==> src/sv/ibss_pkg.sv <==
package ibss_pkg;

   // Storage geometry
   localparam int CAPACITY = 256;
   localparam int PTR_W    = $clog2(CAPACITY);
   localparam int CNT_W    = $clog2(CAPACITY + 1);

   // Beat field widths
   localparam int REQ_W    = 4;
   localparam int POS_W    = 9;
   localparam int VAL_W    = 8;
   localparam int FOUND_W  = 8;
   localparam int COUNT_W  = 9;
   localparam int STATUS_W = 3;

   // Request codes
   localparam logic [REQ_W-1:0] OP_PUSH_BACK  = 4'd0;
   localparam logic [REQ_W-1:0] OP_PUSH_FRONT = 4'd1;
   localparam logic [REQ_W-1:0] OP_POP_BACK   = 4'd2;
   localparam logic [REQ_W-1:0] OP_POP_FRONT  = 4'd3;
   localparam logic [REQ_W-1:0] OP_INSERT_AT  = 4'd4;
   localparam logic [REQ_W-1:0] OP_ERASE_AT   = 4'd5;
   localparam logic [REQ_W-1:0] OP_FIND       = 4'd6;
   localparam logic [REQ_W-1:0] OP_READ_FRONT = 4'd7;
   localparam logic [REQ_W-1:0] OP_READ_BACK  = 4'd8;

   // Status codes
   localparam logic [STATUS_W-1:0] ST_OK        = 3'd0;
   localparam logic [STATUS_W-1:0] ST_EMPTY     = 3'd1;
   localparam logic [STATUS_W-1:0] ST_OOB       = 3'd2;
   localparam logic [STATUS_W-1:0] ST_NOT_FOUND = 3'd3;
   localparam logic [STATUS_W-1:0] ST_FULL      = 3'd4;

   typedef logic [PTR_W-1:0] ptr_type;

   // Memory access from the sequencer; indices are logical, relative to head
   typedef struct packed {
      logic              wr_en;
      ptr_type           wr_idx;
      logic [VAL_W-1:0]  wr_data;
      ptr_type           rd_idx;
      ptr_type           head;
   } mem_req_type;

   // One result beat
   typedef struct packed {
      logic [VAL_W-1:0]    data;
      logic [FOUND_W-1:0]  found_at;
      logic [COUNT_W-1:0]  count;
      logic [STATUS_W-1:0] status;
   } result_type;

endpackage

==> src/sv/ibss_store.sv <==
module ibss_store (
   input  logic                      clock,
   input  ibss_pkg::mem_req_type     mem_req,
   output logic [ibss_pkg::VAL_W-1:0] rd_data
);
   import ibss_pkg::*;

   logic [VAL_W-1:0] mem_ff [CAPACITY];
   logic [VAL_W-1:0] rd_data_ff;
   ptr_type          wr_addr;
   ptr_type          rd_addr;

   // Logical index to ring slot: head plus index, wrapped at capacity
   function automatic ptr_type ring_addr(input ptr_type head, input ptr_type idx);
      logic [PTR_W:0] sum;
      sum = {1'b0, head} + {1'b0, idx};
      if (sum >= (PTR_W+1)'(CAPACITY)) begin
         sum = sum - (PTR_W+1)'(CAPACITY);
      end
      return sum[PTR_W-1:0];
   endfunction

   assign wr_addr = ring_addr(mem_req.head, mem_req.wr_idx);
   assign rd_addr = ring_addr(mem_req.head, mem_req.rd_idx);

   // Simple dual-port array, registered read
   always_ff @(posedge clock) begin
      if (mem_req.wr_en) begin
         mem_ff[wr_addr] <= mem_req.wr_data;
      end
      rd_data_ff <= mem_ff[rd_addr];
   end

   assign rd_data = rd_data_ff;

endmodule

==> src/sv/ibss_ctrl.sv <==
module ibss_ctrl (
   input  logic                          clock,
   input  logic                          reset,
   input  logic                          req_valid,
   output logic                          req_stall,
   input  logic [ibss_pkg::REQ_W-1:0]    req_type,
   input  logic [ibss_pkg::POS_W-1:0]    req_position,
   input  logic [ibss_pkg::VAL_W-1:0]    req_value,
   output ibss_pkg::mem_req_type         mem_req,
   input  logic [ibss_pkg::VAL_W-1:0]    rd_data,
   output logic                          res_valid,
   output ibss_pkg::result_type          res,
   input  logic                          res_take
);
   import ibss_pkg::*;

   localparam int CMP_W = (CNT_W > POS_W) ? CNT_W : POS_W;

   localparam logic [2:0] S_IDLE = 3'd0;
   localparam logic [2:0] S_READ = 3'd1;
   localparam logic [2:0] S_RUN  = 3'd2;
   localparam logic [2:0] S_PUT  = 3'd3;
   localparam logic [2:0] S_DONE = 3'd4;

   logic [2:0]       state_ff, state_in;
   ptr_type          head_ff, head_in;
   logic [CNT_W-1:0] count_ff, count_in;
   logic [REQ_W-1:0] op_ff, op_in;
   ptr_type          pos_ff, pos_in;
   logic [VAL_W-1:0] val_ff, val_in;
   ptr_type          idx_ff, idx_in;
   result_type       res_ff, res_in;

   logic             full;
   logic             empty;
   ptr_type          back_idx;
   logic [CMP_W-1:0] pos_cmp;
   logic [CMP_W-1:0] cnt_cmp;
   mem_req_type      mreq;

   assign full     = (count_ff == CNT_W'(CAPACITY));
   assign empty    = (count_ff == '0);
   assign back_idx = PTR_W'(count_ff - CNT_W'(1));
   assign pos_cmp  = CMP_W'(req_position);
   assign cnt_cmp  = CMP_W'(count_ff);

   // Sequencer: accept, then walk the store one element a cycle
   always_comb begin
      state_in = state_ff;
      head_in  = head_ff;
      count_in = count_ff;
      op_in    = op_ff;
      pos_in   = pos_ff;
      val_in   = val_ff;
      idx_in   = idx_ff;
      res_in   = res_ff;
      mreq         = '0;
      mreq.head    = head_ff;
      res_valid    = 1'b0;

      unique case (state_ff)
         S_IDLE: begin
            if (req_valid) begin
               op_in         = req_type;
               pos_in        = PTR_W'(req_position);
               val_in        = req_value;
               res_in.data     = '0;
               res_in.found_at = '0;
               res_in.status   = ST_OK;
               state_in      = S_DONE;
               unique case (req_type)
                  OP_PUSH_BACK: begin
                     if (full) begin
                        res_in.status = ST_FULL;
                     end else begin
                        mreq.wr_en   = 1'b1;
                        mreq.wr_idx  = PTR_W'(count_ff);
                        mreq.wr_data = req_value;
                        count_in     = count_ff + CNT_W'(1);
                     end
                  end
                  OP_PUSH_FRONT: begin
                     if (full) begin
                        res_in.status = ST_FULL;
                     end else begin
                        // slot just below head
                        mreq.wr_en   = 1'b1;
                        mreq.wr_idx  = PTR_W'(CAPACITY - 1);
                        mreq.wr_data = req_value;
                        head_in      = (head_ff == '0) ? PTR_W'(CAPACITY - 1)
                                                       : head_ff - PTR_W'(1);
                        count_in     = count_ff + CNT_W'(1);
                     end
                  end
                  OP_POP_BACK: begin
                     if (empty) begin
                        res_in.status = ST_EMPTY;
                     end else begin
                        mreq.rd_idx = back_idx;
                        count_in    = count_ff - CNT_W'(1);
                        state_in    = S_READ;
                     end
                  end
                  OP_POP_FRONT: begin
                     if (empty) begin
                        res_in.status = ST_EMPTY;
                     end else begin
                        mreq.rd_idx = '0;
                        head_in     = (head_ff == PTR_W'(CAPACITY - 1)) ? '0
                                                                        : head_ff + PTR_W'(1);
                        count_in    = count_ff - CNT_W'(1);
                        state_in    = S_READ;
                     end
                  end
                  OP_INSERT_AT: begin
                     if (pos_cmp > cnt_cmp) begin
                        res_in.status = ST_OOB;
                     end else if (full) begin
                        res_in.status = ST_FULL;
                     end else begin
                        count_in = count_ff + CNT_W'(1);
                        if (pos_cmp == cnt_cmp) begin
                           mreq.wr_en   = 1'b1;
                           mreq.wr_idx  = PTR_W'(count_ff);
                           mreq.wr_data = req_value;
                        end else begin
                           // shift the tail up, back element first
                           mreq.rd_idx = back_idx;
                           idx_in      = back_idx;
                           state_in    = S_RUN;
                        end
                     end
                  end
                  OP_ERASE_AT: begin
                     if (pos_cmp >= cnt_cmp) begin
                        res_in.status = ST_OOB;
                     end else begin
                        count_in = count_ff - CNT_W'(1);
                        if (pos_cmp != cnt_cmp - CMP_W'(1)) begin
                           // shift the tail down, starting just past the gap
                           mreq.rd_idx = PTR_W'(req_position) + PTR_W'(1);
                           idx_in      = PTR_W'(req_position) + PTR_W'(1);
                           state_in    = S_RUN;
                        end
                     end
                  end
                  OP_FIND: begin
                     if (empty) begin
                        res_in.status = ST_EMPTY;
                     end else begin
                        mreq.rd_idx = '0;
                        idx_in      = '0;
                        state_in    = S_RUN;
                     end
                  end
                  OP_READ_FRONT: begin
                     if (empty) begin
                        res_in.status = ST_EMPTY;
                     end else begin
                        mreq.rd_idx = '0;
                        state_in    = S_READ;
                     end
                  end
                  OP_READ_BACK: begin
                     if (empty) begin
                        res_in.status = ST_EMPTY;
                     end else begin
                        mreq.rd_idx = back_idx;
                        state_in    = S_READ;
                     end
                  end
                  default: begin
                  end
               endcase
               res_in.count = COUNT_W'(count_in);
            end
         end

         // read data is back in the cycle after the address
         S_READ: begin
            res_in.data = rd_data;
            state_in    = S_DONE;
         end

         S_RUN: begin
            unique case (op_ff)
               OP_INSERT_AT: begin
                  mreq.wr_en   = 1'b1;
                  mreq.wr_idx  = idx_ff + PTR_W'(1);
                  mreq.wr_data = rd_data;
                  if (idx_ff == pos_ff) begin
                     state_in = S_PUT;
                  end else begin
                     mreq.rd_idx = idx_ff - PTR_W'(1);
                     idx_in      = idx_ff - PTR_W'(1);
                  end
               end
               OP_ERASE_AT: begin
                  mreq.wr_en   = 1'b1;
                  mreq.wr_idx  = idx_ff - PTR_W'(1);
                  mreq.wr_data = rd_data;
                  // count already holds the reduced value: last old index
                  if (CNT_W'(idx_ff) == count_ff) begin
                     state_in = S_DONE;
                  end else begin
                     mreq.rd_idx = idx_ff + PTR_W'(1);
                     idx_in      = idx_ff + PTR_W'(1);
                  end
               end
               OP_FIND: begin
                  if (rd_data == val_ff) begin
                     res_in.data     = val_ff;
                     res_in.found_at = FOUND_W'(idx_ff);
                     res_in.status   = ST_OK;
                     state_in        = S_DONE;
                  end else if (CNT_W'(idx_ff) == count_ff - CNT_W'(1)) begin
                     res_in.status = ST_NOT_FOUND;
                     state_in      = S_DONE;
                  end else begin
                     mreq.rd_idx = idx_ff + PTR_W'(1);
                     idx_in      = idx_ff + PTR_W'(1);
                  end
               end
               default: begin
                  state_in = S_DONE;
               end
            endcase
         end

         // drop the new byte into the opened gap
         S_PUT: begin
            mreq.wr_en   = 1'b1;
            mreq.wr_idx  = pos_ff;
            mreq.wr_data = val_ff;
            state_in     = S_DONE;
         end

         S_DONE: begin
            res_valid = 1'b1;
            if (res_take) begin
               state_in = S_IDLE;
            end
         end

         default: begin
            state_in = S_IDLE;
         end
      endcase
   end

   // Control state
   always_ff @(posedge clock) begin
      if (reset) begin
         state_ff <= S_IDLE;
         head_ff  <= '0;
         count_ff <= '0;
      end else begin
         state_ff <= state_in;
         head_ff  <= head_in;
         count_ff <= count_in;
      end
   end

   // Working payload
   always_ff @(posedge clock) begin
      op_ff  <= op_in;
      pos_ff <= pos_in;
      val_ff <= val_in;
      idx_ff <= idx_in;
      res_ff <= res_in;
   end

   assign req_stall = (state_ff != S_IDLE);
   assign mem_req   = mreq;
   assign res       = res_ff;

endmodule

==> src/sv/indexed_byte_sequence_store.sv <==
// Indexed byte sequence store: a bounded double-ended byte queue with
// insert/erase at an index and a search for the first matching byte.
// Request channel: req_valid/req_stall with req_type, req_position and
// req_value; a beat is taken when req_valid is high and req_stall is low.
// Response channel: rsp_valid/rsp_stall with rsp_data, rsp_found_at,
// rsp_count and rsp_status; exactly one response beat per request beat.
// The bytes live in a ring buffer in one registered-read RAM, so pushes and
// pops at either end never move data. One request is worked at a time:
// push, no-op, out-of-range and error cases go from accept straight to the
// response, as does an insert at the back; pops and reads pass through one
// RAM read, find reads elements until a match or the end, erase moves the
// elements past the position down and any other insert moves the elements
// from the position up and then writes the new byte; each moved element
// costs one RAM read and write per cycle. The worst case is an insert at
// the front of 255 bytes. The next request is taken in the cycle after the
// response moves to the output register.
// A response register decouples the sides: the next request is accepted
// while the previous response is still stalled at the output.
// Reset (synchronous) empties the sequence; RAM contents are not cleared.
module indexed_byte_sequence_store (
   input  logic                              clock,
   input  logic                              reset,
   input  logic                              req_valid,
   output logic                              req_stall,
   input  logic [ibss_pkg::REQ_W-1:0]        req_type,
   input  logic [ibss_pkg::POS_W-1:0]        req_position,
   input  logic [ibss_pkg::VAL_W-1:0]        req_value,
   output logic                              rsp_valid,
   input  logic                              rsp_stall,
   output logic [ibss_pkg::VAL_W-1:0]        rsp_data,
   output logic [ibss_pkg::FOUND_W-1:0]      rsp_found_at,
   output logic [ibss_pkg::COUNT_W-1:0]      rsp_count,
   output logic [ibss_pkg::STATUS_W-1:0]     rsp_status
);
   import ibss_pkg::*;

   mem_req_type      mem_req;
   logic [VAL_W-1:0] rd_data;
   logic             res_valid;
   logic             res_take;
   result_type       res;

   logic             rsp_valid_ff, rsp_valid_in;
   result_type       rsp_ff;

   ibss_ctrl u_ctrl (
      .clock        (clock),
      .reset        (reset),
      .req_valid    (req_valid),
      .req_stall    (req_stall),
      .req_type     (req_type),
      .req_position (req_position),
      .req_value    (req_value),
      .mem_req      (mem_req),
      .rd_data      (rd_data),
      .res_valid    (res_valid),
      .res          (res),
      .res_take     (res_take)
   );

   ibss_store u_store (
      .clock   (clock),
      .mem_req (mem_req),
      .rd_data (rd_data)
   );

   // Response register: load when empty or being drained this cycle
   assign res_take     = res_valid && (!rsp_valid_ff || !rsp_stall);
   assign rsp_valid_in = res_take || (rsp_valid_ff && rsp_stall);

   always_ff @(posedge clock) begin
      if (reset) begin
         rsp_valid_ff <= 1'b0;
      end else begin
         rsp_valid_ff <= rsp_valid_in;
      end
   end

   always_ff @(posedge clock) begin
      if (res_take) begin
         rsp_ff <= res;
      end
   end

   assign rsp_valid    = rsp_valid_ff;
   assign rsp_data     = rsp_ff.data;
   assign rsp_found_at = rsp_ff.found_at;
   assign rsp_count    = rsp_ff.count;
   assign rsp_status   = rsp_ff.status;

endmodule

==> config.mk <==
export PLATFORM = sky130hd
export DESIGN_NAME = indexed_byte_sequence_store
export DESIGN_NICKNAME = d
export VERILOG_FILES = /design/src/sv/ibss_pkg.sv /design/src/sv/ibss_store.sv /design/src/sv/ibss_ctrl.sv /design/src/sv/indexed_byte_sequence_store.sv
export SDC_FILE = /design/constraint.sdc
export NUM_CORES = 2
export LEC_CHECK = 0
export ABC_AREA = 1
export BUFFER_PORTS_ARGS = -buffer_cell sky130_fd_sc_hd__buf_4
export CAP_MARGIN = 20
export CORE_MARGIN = 3
export CORE_UTILIZATION = 30
export CTS_BUF_LIST = sky130_fd_sc_hd__clkbuf_8
export DETAILED_ROUTE_END_ITERATION = 7
export PLACE_DENSITY = 0.45
export SLEW_MARGIN = 20
export SYNTH_ARGS = -nofsm -noshare
export SYNTH_HDL_FRONTEND = slang
export SYNTH_HIERARCHICAL = 1
export SYNTH_SLANG_ARGS = --single-unit
export TNS_END_PERCENT = 100
==> constraint.sdc <==
create_clock -name clock -period 16 [get_ports clock]
set_clock_uncertainty 0.1 [all_clocks]
set_input_delay 1.6 -clock clock [delete_from_list [all_inputs] [get_ports clock]]
set_output_delay 1.6 -clock clock [all_outputs]
set_load 0.05 [all_outputs]
After elaboration in Yosys (flattened, before gate mapping)
Memory sizes are Yosys's and may differ from the RTL's. A register that Yosys moved wholly into a read port is not among the register bits.
Index checks and enable logic that the tools add are counted.
W data, S select, Z words.

word-level totals
  register bits = 105
  memory bits (writable) = 2048
  bits of input ports = 25
  output and inout bits = 30
  word-level logic and storage cells = 183
  memories = 1

operators by class
  add/subtract/negate cells = 11
  $lt $le $gt $ge = 4
  equality and inequality tests = 45
  muxes and demuxes = 79
  reduce and logical (&&, ||, !) cells = 27

memory list
  name            words  bits a word  rd ports  clocked after Yosys merged registers in  wr ports  RTL line         text
  u_store.mem_ff  256    8            1         1                                        1         ibss_store.sv:8  logic [VAL_W-1:0] mem_ff [CAPACITY];

operators with widths
  cell                   number
  $mux W8                25
  $pmux W8 S3            5
  $pmux W17 S3           2
  $mux W25               3
  $pmux W8 S2            4
  $mux W3                18
  $mux W17               3
  $mux W9                4
  $pmux W3 S4            3
  $pmux W9 S4            1
  $pmux W17 S2           1
  $mux W16               2
  $sub A8 B1 Y8 const B  4
  $eq A4 B3 Y1 const B   7
  $mux W28               1
  $ne A3 B3 Y1 const B   9
  $add A8 B1 Y8 const B  3
  $add A8 B8 Y9          2
  $eq A8 B9 Y1           2
  $ge A9 B9 Y1 const B   2
  $eq A8 B8 Y1           2
  $reduce_and A14 Y1     1
  $reduce_and A4 Y1      3
  $ne A2 B2 Y1 const B   5
  other kinds (37)       54

Logic depth before layout (Yosys ltp)
  word-level depth = 10
  gate-level depth with buffers = 36
  gate-level depth less buffers = 31

Cells and area by module
The synthesis kept the hierarchy.

by module, submodules not included
  module                       times used  cells an instance  area each (um^2)  seq. area each (um^2)
  ibss_store                   1           8414               88806.4           61659.1
  ibss_ctrl                    1           896                6412.4            2082.0
  indexed_byte_sequence_store  1           33                 882.1             860.8

Worst setup path after synthesis
OpenSTA, ideal clock, no wires.

  path type = register to register
  start = register u_ctrl.state_ff[1]
  end = memory u_store.mem_ff[0][0] (data pin)
  setup time = 1.630 ns
  arrival = 8.325 ns
  required time = 14.270 ns
  path slack = 5.945 ns
  cell stages (with the launch flop) = 8
  path buffers = 1
  period minus slack after synthesis = 10.055 ns
  path through = dfxtp_1 -> inv_1 -> nor2_4 -> inv_1 -> nor2_1 -> inv_1 -> clkbuf_1 -> o221ai_1

RTL lines
  element                 RTL line          text
  from (decl)             ibss_ctrl.sv:25   logic [2:0] state_ff, state_in;
  from (signal assigned)  ibss_ctrl.sv:258  state_ff <= state_in;
  to (decl)               ibss_store.sv:8

==> impl_results.md <==
* Largest net degree at the start of global routing at roughly 170
* Final Cycle Share at ~54%
* Worst path arrival time at roughly 9.4 ns
* Gr ovfl total at 0
* Max-cap violations at 0
* CTS Root Cell: clkbuf_8
* Most frequent cells in the layout: 2,945 x nand2_1, 2,132 x edfxtp_1, 1,017 x nand3_1
* Top Ports at 55
* RSZ-0062 raised after global routing: no
* TritonCTS clock tree: built
* Worst min path class: reg2reg
* Area leader, netlist: edfxtp_1
* CP delay by family, top: buffers and inverters
* Cell Area, Synth at 96,100 µm²
* Most frequent cell on the critical path: nand2_1
* Syn_area_per_cell at 10.29 µm²
* HPWL after DPL at around 180,000 µm
* Setup WS pre-CTS at 6.932 ns
* Final setup viols at 0
* Filler cells at ~32,000
* PortBufs at 54
* Yosys cell types at 55
* Max Root-Sink Buffers at 4
* Endpoint type of the worst setup path: flop
* Vias per inst at slightly below 5
* Ys flop type: edfxtp_1
* H-tree Lvls at 5
* Count of state elements after synthesis at about 2,200
* Vias in the first global route at between 60,000 and 70,000
* Rows at approximately 210
* Worst slew pin tran at between 1 and 1.5 ns
* Antenna Nets Post-Route at 0
* Chip width at 572.0 µm
* Core ar. at approximately 320,000 µm²
* Worst-Skew Late Latency at a little over 1 ns
* Sink Count at ~2,200
* Ys Warns at 6
* Vias at 67,420
* Routed WL per cell at about 22 µm
* Nets at approximately 9,500
* Routability cong. at ~0.89
* Final Slew Violations at 0
* Mapped Nets at ~9,400
* PwrDens at 121.1 nW/µm²
* Highest Clock Rate at about 0.12 GHz
* DR DRC count at 0
* Register area at 64,600 µm²
* Synth top area share at 66.62%
* Starting DRT DRC Count at 6,231
* Most common cell after layout, fill and taps aside: nand2_1
* Critical setup path kind: reg2reg
* Top cells by area, synth: edfxtp_1 67%, nand2_1 12%, nand3_1 5.3%, inv_1 3.3%, nor2_1 2.7%
* Worst-path clk slew at 0.06 ns
* Sequential element share of the synthesized area at 67.22%
* Max_slew headroom at between 20% and 30%
* Post-CTS Setup Inserts at 0
* Setup ws final at between 7 and 8 ns
* Data required, critical path at 16.82 ns
* Crit path max fanout at 70
* Cts bufs inserted at ~380
* Routed Wire Length at 311,000 µm
* Leak at approximately 42 nW
* Maximum VDD drop at about 89 µV
* Area Overhead vs Synth at 12.72%
* Slowest CP cell: fa_4
* DRT Pass-1 Iters at 6
* Setup TNS Final at 0 ns
* Initial core utilization at between 30% and 40%
* CTS hold repair buffers at 0
* Layout cells sized above 1 at between 10% and 20%
* Post_cts resized at 0
* Fin crit period at 8.579 ns
* Multi-input gate area at between 20,000 and 30,000 µm²
* Die Ht at between 500 and 600 µm
* Slowest stage delay, CP at 1.27 ns
* Final Hold Viols at 0
* Gr usage total at between 10% and 20%
* First-pass GRT wire length at approximately 460,000 µm
* Die area at roughly 330,000 µm²
* Worst Path Buf+Inv at 7
* Number of synthesized flops with an enable pin at between 2,000 and 2,500
* CP Launch Type: flop
* Initial antenna violation count at 12
* Gate Count Post-Synth at around 9,300
* Status: finished clean
* Asr flop ratio synth at 0%
[state kept, by name, indices dropped and copies added, names as in the netlist]
name	count
u_store/mem_ff	2048
u_ctrl/res	28
rsp_count	9
u_ctrl/cnt_cmp	9
rsp_data	8
rsp_found_at	8
u_ctrl/head_ff	8
u_ctrl/idx_ff	8
u_ctrl/pos_ff	8
u_ctrl/val_ff	8
u_store/rd_data	8
u_ctrl/op_ff	4
rsp_status	3
u_ctrl/state_ff	3
rsp_valid	1
[where the power goes]
group	internal (mW)	leakage [nW]	switching (mW)
Sequential	6.33	19.6	0.127
Clock	2.34	3.89	2.31
Combinational	0.487	18.7	1.52
[worst register-to-register path, delay by kind of cell (launching register included)]
family	cells	cell delay, ns
and+or+nand+nor	19	2.28
DFF	1	0.73
AOI/OAI and AO/OA	2	0.55
buffers and inverters	7	3.00
adders and majority gates	3	1.84
[area by class of cell]
class / count / area share, %
clock buffers: 387 / 4.917
clock inverters: 275 / 1.253
well taps: 4180 / 4.828
inverters: 865 / 3.027
diodes: 2 / 0.004620
flip-flops and latches: 2161 / 59.64
multi-input cells: 5783 / 24.52
repair buffers: 246 / 1.819
[metrics by stage]
step / area, µm² / power (mW) / instances / hold slack (ns) / utilization [%]
after detailed placement: 101400 / 8.580 / 13230 / 0.3045 / 31.85
after global placement: 100700 / 8.581 / 13230 / 0.3004 / 31.65
after CTS: 108100 / 13.28 / 13900 / 0.3133 / 33.95
after floorplan: 96100 / 7.847 / 9343 / 0.3003 / -
after global routing: 108300 / 13.71 / 13900 / 0.3206 / 34.03
final: 108300 / 13.12 / 13900 / 0.3135 / 34.03
[synth_stat cells (3+ instances only)]
cell,count
nor3_1,281
o211ai_1,27
dfxtp_1,29
nor2_2,10
a21oi_2,6
xnor2_1,6
a221oi_1,3
nand3b_1,9
nand3_2,6
o21ai_1,81
a211oi_1,6
o21ai_0,352
nand2_4,6
nand2_1,2971
or2_1,47
nand3_1,1017
buf_6,44
inv_1,839
nor2_4,12
nand4_1,19
nor2_1,692
a21o_1,3
or2_2,26
buf_8,3
edfxtp_1,2132
inv_4,3
buf_2,221
xor2_1,29
inv_2,21
a21oi_1,56
buf_1,33
buf_4,53
ha_1,34
o22ai_1,26
o221ai_1,10
clkbuf_1,180
nand2_2,13
a31oi_1,14
[cells by family after synthesis]
family	share of synthesized area (%)
AOI/OAI and AO/OA	3.373
xor gates and xnor gates	0.3359
adders and majority gates	0.4843
buffers and inverters	6.347
DFF	67.22
and+or+nand+nor	22.24
[path summary, 6_finish.rpt]
path / start / to / slack [ns] / cells past startpoint
max: u_ctrl/cnt_cmp[0]$_SDFFE_PP0P_ / u_store/rd_data[3]$_DFF_P_ / 7.42 / 31
min reg2reg: u_ctrl/res[2]$_SDFFCE_PP0P_ / rsp_status[2]$_DFFE_PP_ / 0.31 / 0
max reg2reg: u_ctrl/cnt_cmp[0]$_SDFFE_PP0P_ / u_store/rd_data[3]$_DFF_P_ / 7.42 / 31
min: u_ctrl/res[2]$_SDFFCE_PP0P_ / rsp_status[2]$_DFFE_PP_ / 0.31 / 0
[layer usage]
| metal | vias to the layer above | global-route usage, % | part of all wire (%) |
|---|---|---|---|
| li1 | 31480 | - | - |
| met1 | 33310 | 25.64 | 44 |
| met2 | 2108 | 30.13 | 46 |
| met3 | 522 | 2.324 | 5.6 |
| met4 | 0 | 6.544 | 3.5 |
| met5 | - | 0 | 0 |
No activity file was read; power rests on OpenSTA's default activity.
